$ cat src/design/pfi_pkg.sv
// package for the palette fade interpolator
// types, codes and constants shared by the front, queue, back and top level
// no dependencies
package pfi_pkg;

	// palette geometry and field widths
	localparam int ENTRIES     = 16;
	localparam int IDX_W       = 4;
	localparam int COLOR_W     = 15;
	localparam int DUR_W       = 16;
	localparam int CLK_W       = 17;
	localparam int CHANNELS    = 3;
	localparam int PROD_W      = 31;
	localparam int QUEUE_DEPTH = 2;
	localparam int QPTR_W      = $clog2(QUEUE_DEPTH);

	// divider retires this many quotient bits per cycle
	localparam int DIV_BITS    = 2;
	localparam int DIV_CYCLES  = DUR_W / DIV_BITS;
	localparam int DCNT_W      = $clog2(DIV_CYCLES);

	// channel fields of an rgb555 color, kept in place
	localparam logic [COLOR_W-1:0] RED_MASK   = 15'h001F;
	localparam logic [COLOR_W-1:0] GREEN_MASK = 15'h03E0;
	localparam logic [COLOR_W-1:0] BLUE_MASK  = 15'h7C00;

	// input function codes
	typedef enum logic [1:0] {
		FUNC_LOAD  = 2'd0,
		FUNC_START = 2'd1,
		FUNC_TICK  = 2'd2
	} func_t;

	// configuration register indexes
	typedef enum logic [1:0] {
		REG_DURATION   = 2'd0,
		REG_EARLY_STOP = 2'd1,
		REG_STOP_STEP  = 2'd2
	} reg_idx_t;

	// commands passed from front to back
	typedef enum logic [1:0] {
		CMD_LOAD   = 2'd0,
		CMD_DONE   = 2'd1,
		CMD_COLORS = 2'd2
	} cmd_kind_t;

	typedef struct packed {
		cmd_kind_t            kind;
		logic [IDX_W-1:0]     idx;
		logic [COLOR_W-1:0]   start_color;
		logic [COLOR_W-1:0]   target_color;
		logic [CLK_W-1:0]     clock;
	} cmd_t;

	typedef struct packed {
		logic [DUR_W-1:0] duration;
		logic             early_stop_enable;
		logic [DUR_W-1:0] stop_step;
	} cfg_t;

	// back-end sequencer states
	typedef enum logic [2:0] {
		ST_IDLE,
		ST_READ,
		ST_MUL,
		ST_DIV,
		ST_FIN,
		ST_EMIT
	} back_state_t;

	// channel mask by channel number
	function automatic logic [COLOR_W-1:0] chan_mask(input logic [1:0] chan);
		logic [COLOR_W-1:0] m;
		case (chan)
			2'd0:    m = RED_MASK;
			2'd1:    m = GREEN_MASK;
			2'd2:    m = BLUE_MASK;
			default: m = '0;
		endcase
		return m;
	endfunction

endpackage

$ cat src/design/pfi_front.sv
// front end: accepts input words, owns the step clock, classifies ticks
// depends on pfi_pkg
module pfi_front (
	input  logic                          clk,
	input  logic                          arst_n,
	input  logic                          in_valid,
	output logic                          in_stall,
	input  logic [1:0]                    func,
	input  logic [pfi_pkg::IDX_W-1:0]     entry_index,
	input  logic [pfi_pkg::COLOR_W-1:0]   start_color,
	input  logic [pfi_pkg::COLOR_W-1:0]   target_color,
	input  pfi_pkg::cfg_t                 cfg,
	input  logic                          q_full,
	output logic                          push,
	output pfi_pkg::cmd_t                 push_cmd
);
	import pfi_pkg::*;

	logic [CLK_W-1:0] clock_q;
	logic [CLK_W-1:0] stop;
	logic             accept;
	logic             tick_done;

	assign in_stall = q_full;
	assign accept   = in_valid && !q_full;

	// stop point and done test
	assign stop      = cfg.early_stop_enable ? {1'b0, cfg.stop_step}
	                                         : {1'b0, cfg.duration} + 17'd1;
	assign tick_done = (clock_q == stop) || (clock_q > {1'b0, cfg.duration});

	// classify the word into a back-end command
	always_comb begin
		push                  = 1'b0;
		push_cmd.kind         = CMD_LOAD;
		push_cmd.idx          = entry_index;
		push_cmd.start_color  = start_color;
		push_cmd.target_color = target_color;
		push_cmd.clock        = clock_q;
		case (func)
			FUNC_LOAD: begin
				push = accept && (32'(entry_index) < ENTRIES);
			end
			FUNC_TICK: begin
				push          = accept;
				push_cmd.kind = tick_done ? CMD_DONE : CMD_COLORS;
			end
			default: ;
		endcase
	end

	// step clock
	always_ff @(posedge clk or negedge arst_n) begin
		if (!arst_n) begin
			clock_q <= '0;
		end else if (accept && func == FUNC_START) begin
			clock_q <= '0;
		end else if (accept && func == FUNC_TICK && !tick_done) begin
			clock_q <= clock_q + 17'd1;
		end
	end

endmodule

$ cat src/design/pfi_queue.sv
// short command queue between front and back
// depends on pfi_pkg
module pfi_queue (
	input  logic          clk,
	input  logic          arst_n,
	input  logic          push,
	input  pfi_pkg::cmd_t push_cmd,
	output logic          full,
	output logic          not_empty,
	input  logic          pop,
	output pfi_pkg::cmd_t head
);
	import pfi_pkg::*;

	cmd_t              slot_q [QUEUE_DEPTH];
	logic [QPTR_W-1:0] wr_ptr_q;
	logic [QPTR_W-1:0] rd_ptr_q;
	logic [QPTR_W:0]   count_q;

	assign full      = (count_q == (QPTR_W+1)'(QUEUE_DEPTH));
	assign not_empty = (count_q != '0);
	assign head      = slot_q[rd_ptr_q];

	// storage
	always_ff @(posedge clk) begin
		if (push) begin
			slot_q[wr_ptr_q] <= push_cmd;
		end
	end

	// pointers and fill count
	always_ff @(posedge clk or negedge arst_n) begin
		if (!arst_n) begin
			wr_ptr_q <= '0;
			rd_ptr_q <= '0;
			count_q  <= '0;
		end else begin
			if (push) begin
				wr_ptr_q <= (wr_ptr_q == QPTR_W'(QUEUE_DEPTH-1)) ? '0 : wr_ptr_q + 1'b1;
			end
			if (pop) begin
				rd_ptr_q <= (rd_ptr_q == QPTR_W'(QUEUE_DEPTH-1)) ? '0 : rd_ptr_q + 1'b1;
			end
			case ({push, pop})
				2'b10:   count_q <= count_q + 1'b1;
				2'b01:   count_q <= count_q - 1'b1;
				default: ;
			endcase
		end
	end

endmodule

$ cat src/design/pfi_back.sv
// back end: palette store, blend sequencer with shared multiplier and
// radix-4 divider, and the output register; depends on pfi_pkg
module pfi_back (
	input  logic                          clk,
	input  logic                          arst_n,
	input  pfi_pkg::cfg_t                 cfg,
	input  logic                          q_valid,
	input  pfi_pkg::cmd_t                 q_head,
	output logic                          q_pop,
	output logic                          out_valid,
	input  logic                          out_stall,
	output logic [pfi_pkg::IDX_W-1:0]     color_index,
	output logic [pfi_pkg::COLOR_W-1:0]   blended_color,
	output logic                          fade_done,
	output logic                          last
);
	import pfi_pkg::*;

	back_state_t         state_q, state_d;
	logic [COLOR_W-1:0]  start_mem  [ENTRIES];
	logic [COLOR_W-1:0]  target_mem [ENTRIES];
	logic [COLOR_W-1:0]  rd_start_q, rd_target_q;
	logic [DUR_W-1:0]    clock_q;
	logic [IDX_W-1:0]    entry_q;
	logic [1:0]          chan_q;
	logic [DCNT_W-1:0]   div_cnt_q;
	logic                neg_q;
	logic [DUR_W-1:0]    rem_q;
	logic [DUR_W-1:0]    quo_q;
	logic [COLOR_W-1:0]  color_q;
	logic                out_valid_q;
	logic [IDX_W-1:0]    out_idx_q;
	logic [COLOR_W-1:0]  out_color_q;
	logic                out_done_q;
	logic                out_last_q;

	logic                out_free;
	logic                load_done;
	logic                load_color;
	logic                entry_last;
	logic [COLOR_W-1:0]  mask;
	logic [COLOR_W-1:0]  ch_a, ch_b, mag, quo_trim, ch_res;
	logic [PROD_W-1:0]   prod;
	logic [DUR_W-1:0]    rem_d, quo_d;

	assign out_free   = !out_valid_q || !out_stall;
	assign entry_last = (entry_q == IDX_W'(ENTRIES-1));

	// channel operands in place
	assign mask = chan_mask(chan_q);
	assign ch_a = rd_start_q & mask;
	assign ch_b = rd_target_q & mask;
	assign mag  = (ch_b >= ch_a) ? ch_b - ch_a : ch_a - ch_b;
	assign prod = PROD_W'(mag) * PROD_W'(clock_q);

	// two restoring division steps per cycle
	always_comb begin
		logic [DUR_W:0]   r;
		logic [DUR_W-1:0] d;
		r = {1'b0, rem_q};
		d = quo_q;
		for (int i = 0; i < DIV_BITS; i++) begin
			r = {r[DUR_W-1:0], d[DUR_W-1]};
			d = {d[DUR_W-2:0], 1'b0};
			if (r >= {1'b0, cfg.duration}) begin
				r    = r - {1'b0, cfg.duration};
				d[0] = 1'b1;
			end
		end
		rem_d = r[DUR_W-1:0];
		quo_d = d;
	end

	// channel result; quotient never exceeds the channel difference
	assign quo_trim = quo_q[COLOR_W-1:0];
	always_comb begin
		if (cfg.duration == '0) begin
			ch_res = ch_b;
		end else if (neg_q) begin
			ch_res = (ch_a - quo_trim) & mask;
		end else begin
			ch_res = (ch_a + quo_trim) & mask;
		end
	end

	// sequencer next state
	always_comb begin
		state_d    = state_q;
		q_pop      = 1'b0;
		load_done  = 1'b0;
		load_color = 1'b0;
		case (state_q)
			ST_IDLE: begin
				if (q_valid) begin
					case (q_head.kind)
						CMD_LOAD: begin
							q_pop = 1'b1;
						end
						CMD_DONE: begin
							q_pop     = out_free;
							load_done = out_free;
						end
						CMD_COLORS: begin
							q_pop   = 1'b1;
							state_d = ST_READ;
						end
						default: begin
							q_pop = 1'b1;
						end
					endcase
				end
			end
			ST_READ: state_d = ST_MUL;
			ST_MUL:  state_d = ST_DIV;
			ST_DIV: begin
				if (div_cnt_q == DCNT_W'(DIV_CYCLES-1)) begin
					state_d = ST_FIN;
				end
			end
			ST_FIN: begin
				state_d = (chan_q == 2'(CHANNELS-1)) ? ST_EMIT : ST_MUL;
			end
			ST_EMIT: begin
				if (out_free) begin
					load_color = 1'b1;
					state_d    = entry_last ? ST_IDLE : ST_READ;
				end
			end
			default: state_d = ST_IDLE;
		endcase
	end

	// control registers
	always_ff @(posedge clk or negedge arst_n) begin
		if (!arst_n) begin
			state_q     <= ST_IDLE;
			entry_q     <= '0;
			chan_q      <= '0;
			div_cnt_q   <= '0;
			out_valid_q <= 1'b0;
		end else begin
			state_q <= state_d;
			if (q_pop && q_head.kind == CMD_COLORS) begin
				entry_q <= '0;
			end else if (load_color) begin
				entry_q <= entry_q + 1'b1;
			end
			if (state_q == ST_READ) begin
				chan_q <= '0;
			end else if (state_q == ST_FIN) begin
				chan_q <= chan_q + 1'b1;
			end
			if (state_q == ST_MUL) begin
				div_cnt_q <= '0;
			end else if (state_q == ST_DIV) begin
				div_cnt_q <= div_cnt_q + 1'b1;
			end
			if (load_done || load_color) begin
				out_valid_q <= 1'b1;
			end else if (!out_stall) begin
				out_valid_q <= 1'b0;
			end
		end
	end

	// palette store
	always_ff @(posedge clk) begin
		if (q_pop && q_head.kind == CMD_LOAD) begin
			start_mem[q_head.idx]  <= q_head.start_color;
			target_mem[q_head.idx] <= q_head.target_color;
		end
		if (state_q == ST_READ) begin
			rd_start_q  <= start_mem[entry_q];
			rd_target_q <= target_mem[entry_q];
		end
	end

	// blend datapath
	always_ff @(posedge clk) begin
		if (q_pop && q_head.kind == CMD_COLORS) begin
			clock_q <= q_head.clock[DUR_W-1:0];
		end
		case (state_q)
			ST_READ: begin
				color_q <= '0;
			end
			ST_MUL: begin
				neg_q <= (ch_b < ch_a);
				rem_q <= {1'b0, prod[PROD_W-1:DUR_W]};
				quo_q <= prod[DUR_W-1:0];
			end
			ST_DIV: begin
				rem_q <= rem_d;
				quo_q <= quo_d;
			end
			ST_FIN: begin
				color_q <= color_q | ch_res;
			end
			default: ;
		endcase
	end

	// output word register
	always_ff @(posedge clk) begin
		if (load_done) begin
			out_idx_q   <= '0;
			out_color_q <= '0;
			out_done_q  <= 1'b1;
			out_last_q  <= 1'b1;
		end else if (load_color) begin
			out_idx_q   <= entry_q;
			out_color_q <= color_q;
			out_done_q  <= 1'b0;
			out_last_q  <= entry_last;
		end
	end

	assign out_valid     = out_valid_q;
	assign color_index   = out_idx_q;
	assign blended_color = out_color_q;
	assign fade_done     = out_done_q;
	assign last          = out_last_q;

endmodule

$ cat src/design/palette_fade_interpolator.sv
// rgb555 palette fade: a color tick makes the back end, for each of the 16 entries,
// read the entry, then per channel multiply, run the radix-4 divider and
// accumulate, then emit the output word; a done tick emits a single done word
// the two-entry queue lets the front keep accepting while the back works
// reset clears the step clock, queue and sequencer, config takes its defaults
module palette_fade_interpolator (
	input  logic                          clk,
	input  logic                          arst_n,
	input  logic                          cfg_we,
	input  logic [1:0]                    cfg_index,
	input  logic [pfi_pkg::DUR_W-1:0]     cfg_data,
	input  logic                          in_valid,
	output logic                          in_stall,
	input  logic [1:0]                    func,
	input  logic [pfi_pkg::IDX_W-1:0]     entry_index,
	input  logic [pfi_pkg::COLOR_W-1:0]   start_color,
	input  logic [pfi_pkg::COLOR_W-1:0]   target_color,
	output logic                          out_valid,
	input  logic                          out_stall,
	output logic [pfi_pkg::IDX_W-1:0]     color_index,
	output logic [pfi_pkg::COLOR_W-1:0]   blended_color,
	output logic                          fade_done,
	output logic                          last
);
	import pfi_pkg::*;

	cfg_t cfg_q;
	logic q_full, q_not_empty, q_push, q_pop;
	cmd_t push_cmd, q_head;

	// configuration registers
	always_ff @(posedge clk or negedge arst_n) begin
		if (!arst_n) begin
			cfg_q.duration          <= 16'd16;
			cfg_q.early_stop_enable <= 1'b0;
			cfg_q.stop_step         <= '0;
		end else if (cfg_we) begin
			case (cfg_index)
				REG_DURATION:   cfg_q.duration          <= cfg_data;
				REG_EARLY_STOP: cfg_q.early_stop_enable <= cfg_data[0];
				REG_STOP_STEP:  cfg_q.stop_step         <= cfg_data;
				default: ;
			endcase
		end
	end

	pfi_front u_front (
		.clk          (clk),
		.arst_n       (arst_n),
		.in_valid     (in_valid),
		.in_stall     (in_stall),
		.func         (func),
		.entry_index  (entry_index),
		.start_color  (start_color),
		.target_color (target_color),
		.cfg          (cfg_q),
		.q_full       (q_full),
		.push         (q_push),
		.push_cmd     (push_cmd)
	);

	pfi_queue u_queue (
		.clk       (clk),
		.arst_n    (arst_n),
		.push      (q_push),
		.push_cmd  (push_cmd),
		.full      (q_full),
		.not_empty (q_not_empty),
		.pop       (q_pop),
		.head      (q_head)
	);

	pfi_back u_back (
		.clk           (clk),
		.arst_n        (arst_n),
		.cfg           (cfg_q),
		.q_valid       (q_not_empty),
		.q_head        (q_head),
		.q_pop         (q_pop),
		.out_valid     (out_valid),
		.out_stall     (out_stall),
		.color_index   (color_index),
		.blended_color (blended_color),
		.fade_done     (fade_done),
		.last          (last)
	);

endmodule

$ cat config.mk
export PLATFORM = sky130hd
export DESIGN_NAME = palette_fade_interpolator
export DESIGN_NICKNAME = d
export VERILOG_FILES = /design/src/design/pfi_pkg.sv /design/src/design/pfi_front.sv /design/src/design/pfi_queue.sv /design/src/design/pfi_back.sv /design/src/design/palette_fade_interpolator.sv
export SDC_FILE = /design/constraint.sdc
export NUM_CORES = 2
export LEC_CHECK = 0
export BUFFER_PORTS_ARGS = -buffer_cell sky130_fd_sc_hd__buf_2
export CELL_PAD_IN_SITES_DETAIL_PLACEMENT = 1
export CELL_PAD_IN_SITES_GLOBAL_PLACEMENT = 2
export CORE_MARGIN = 1
export CORE_UTILIZATION = 49
export DETAILED_ROUTE_END_ITERATION = 10
export PLACE_DENSITY_LB_ADDON = 0.1
export SYNTH_ARGS = -nofsm -noshare
export SYNTH_HDL_FRONTEND = slang
export SYNTH_HIERARCHICAL = 1
export SYNTH_SLANG_ARGS = --single-unit
$ cat constraint.sdc
create_clock -name clk -period 27.9 [get_ports clk]
set_clock_uncertainty 0.15 [all_clocks]
set_input_delay 1.395 -clock clk [delete_from_list [all_inputs] [get_ports clk]]
set_output_delay 1.395 -clock clk [all_outputs]
set_load 0.1 [all_outputs]
==> reports/metrics.yaml <==
placement:
  dpl.hpwl_um: 83900
  numPortBuffers: 81
  gp_congestion: 0.891
  dpl.cell_count: 4459
sta:
  worstMarginPinSlew_ns: 1.12
  hold_viol: 0
  period_share_pct: 41.2
  rsz0062_at_grt: "no"
  min_period_ns: 11.50
  relSlewSlack_pct: 25.0
  setup_viol: 0
  finalSetupTns_ns: 0
  fmax_mhz: 86.9
  drv_slew: 0
global_routing:
  grt_pass1_vias: 29400
  track_usage_pct: 26.8
  grt_overflow: 0
  grt_pass1_wl_um: 182000
  antenna_found_initial: 6
  grt_start_max_net_pins: 70
clocking:
  postCtsSetupBuffers: 0
  numCtsBuffers: 80
  clock_path_buffers: 3
  clkTransAtPathRegs_ns: 0.06
  ctsResizeCount: 0
  cts_hold_buf: 0
  cts_tree: "built"
  cts_sinks: 766
  clockRootBuffer: "clkbuf_16"
  h-tree-depth: 3
  clk_latency_ns: 0.64
route:
  drt_iter0_markers: 1727
  firstDrtPassIters: 7
  vias: 27000
  remaining_drc_errors: 0
  routedWlPerCell_um: 26.0
  ant_nets: 0
  routed_wl_um: 120000
  viasPerCell: 5.87
die:
  start_util_pct: 49.6
  die_height_um: 302
  die-area_sq_um: 90900
  die_x_um: 302
  pin_count: 82
  rows: 109
  core_area_sq_um: 88600
critical_path:
  critPathKind: "reg -> reg"
  cp-end-kind: "flip-flop"
  cp_slowest_stage_delay_ns: 0.75
  crit_fanout: 32
  worstPathRequired_ns: 28.12
  slowest_stage: "a211o_1"
  startpoint_type: "flip-flop"
  cpMostUsedCell: "fa_1"
  cp.arrival_ns: 11.72
finish:
  final_common_cell: "edfxtp_1"
  final_cells: 4607
  drive_above_1_share_pct: 17.1
  synthToLayoutAreaGrowth_pct: 9.32
  nets: 3812
  final_cell_mix: "edfxtp_1 (678), inv_1 (329), nand2_1 (297)"
logic_synthesis:
  synth_nets: 3767
  syn_inst: 3331
  yosysWarningCount: 6
  synth.cell_area_sq_um: 44000
  syn_area_per_cell_sq_um: 13.2
job:
  drv_cap: 0
min_path:
  hold_class: "reg -> reg"
outcome:
  status: "completed"
==> worst max-delay path: cells and delay by family, from the launching register on <==
kind | cells | cell delay (ns)
simple gates | 9 | 2.03
fa+ha+maj | 9 | 4.63
xor+xnor | 1 | 0.15
buf+inv | 4 | 0.30
flops | 1 | 0.41
compound gates | 9 | 3.19
mux | 2 | 0.36
==> final cells by class <==
cell class / instances / area [sq um]
well taps: 1165 / 1460
clock buffers: 104 / 2160
repair buffers: 145 / 888
fillers: 8874 / 40600
flip-flops and latches: 766 / 22500
inverters: 329 / 1230
multi-input cells: 2054 / 19400
clock inverters: 43 / 385
diodes: 1 / 2.50
==> layer usage <==
metal,part of all wire [%],track usage (%),vias to the layer above
met2,53,48.3,612
met4,2.0,7.38,6
li1,-,-,12100
met3,4.0,2.86,145
met5,0.034,0,-
met1,41,34.2,14200
==> path summary, 6_finish.rpt <==
| path | start | to | slack [ns] | cells past startpoint |
|---|---|---|---|---|
| max | u_back/chan_q[0]$_DFFE_PN0P_ | u_back/rem_q[13]$_DFFE_PP_ | 16.40 | 34 |
| min | u_back/blended_color[5]$_SDFFE_PP0P_ | u_back/blended_color[5]$_SDFFE_PP0P_ | 0.31 | 2 |
| max reg2reg | u_back/chan_q[0]$_DFFE_PN0P_ | u_back/rem_q[13]$_DFFE_PP_ | 16.40 | 34 |
| min reg2reg | u_back/blended_color[5]$_SDFFE_PP0P_ | u_back/blended_color[5]$_SDFFE_PP0P_ | 0.31 | 2 |
| max in group asynchronous | arst_n | u_back/entry_q[0]$_DFFE_PN0P_ | 26.15 | 1 |
| min in group asynchronous | arst_n | cfg_q[27]$_DFFE_PN0P_ | 0.71 | 1 |
==> state kept, by name, indices dropped and copies added, names as in the netlist, 16 cells and up <==
| name | cells |
|---|---|
| u_back/clock_q | 16 |
| u_front/clock_q | 17 |
| u_back/quo_q | 16 |
| u_back/target_mem | 240 |
| u_back/start_mem | 240 |
| cfg_q | 33 |
| u_queue/slot_q | 104 |
| u_back/rem_q | 16 |
==> through the flow <==
step | hold WS (ns) | util, % | setup WS, ns | cell area (sq um)
after floorplan | 0.293 | - | 18.40 | 44000
after global routing | 0.329 | 54.2 | 15.76 | 48100
after CTS | 0.312 | 54.2 | 16.42 | 48100
after detailed placement | 0.302 | 51.3 | 16.41 | 45500
after global placement | 0.282 | 51.3 | 16.70 | 45500
final | 0.307 | 54.2 | 16.40 | 48100
Power is left out: the tool's default activity adds up to more than one toggle a clock period on the data nets, which glitch-free logic cannot reach.
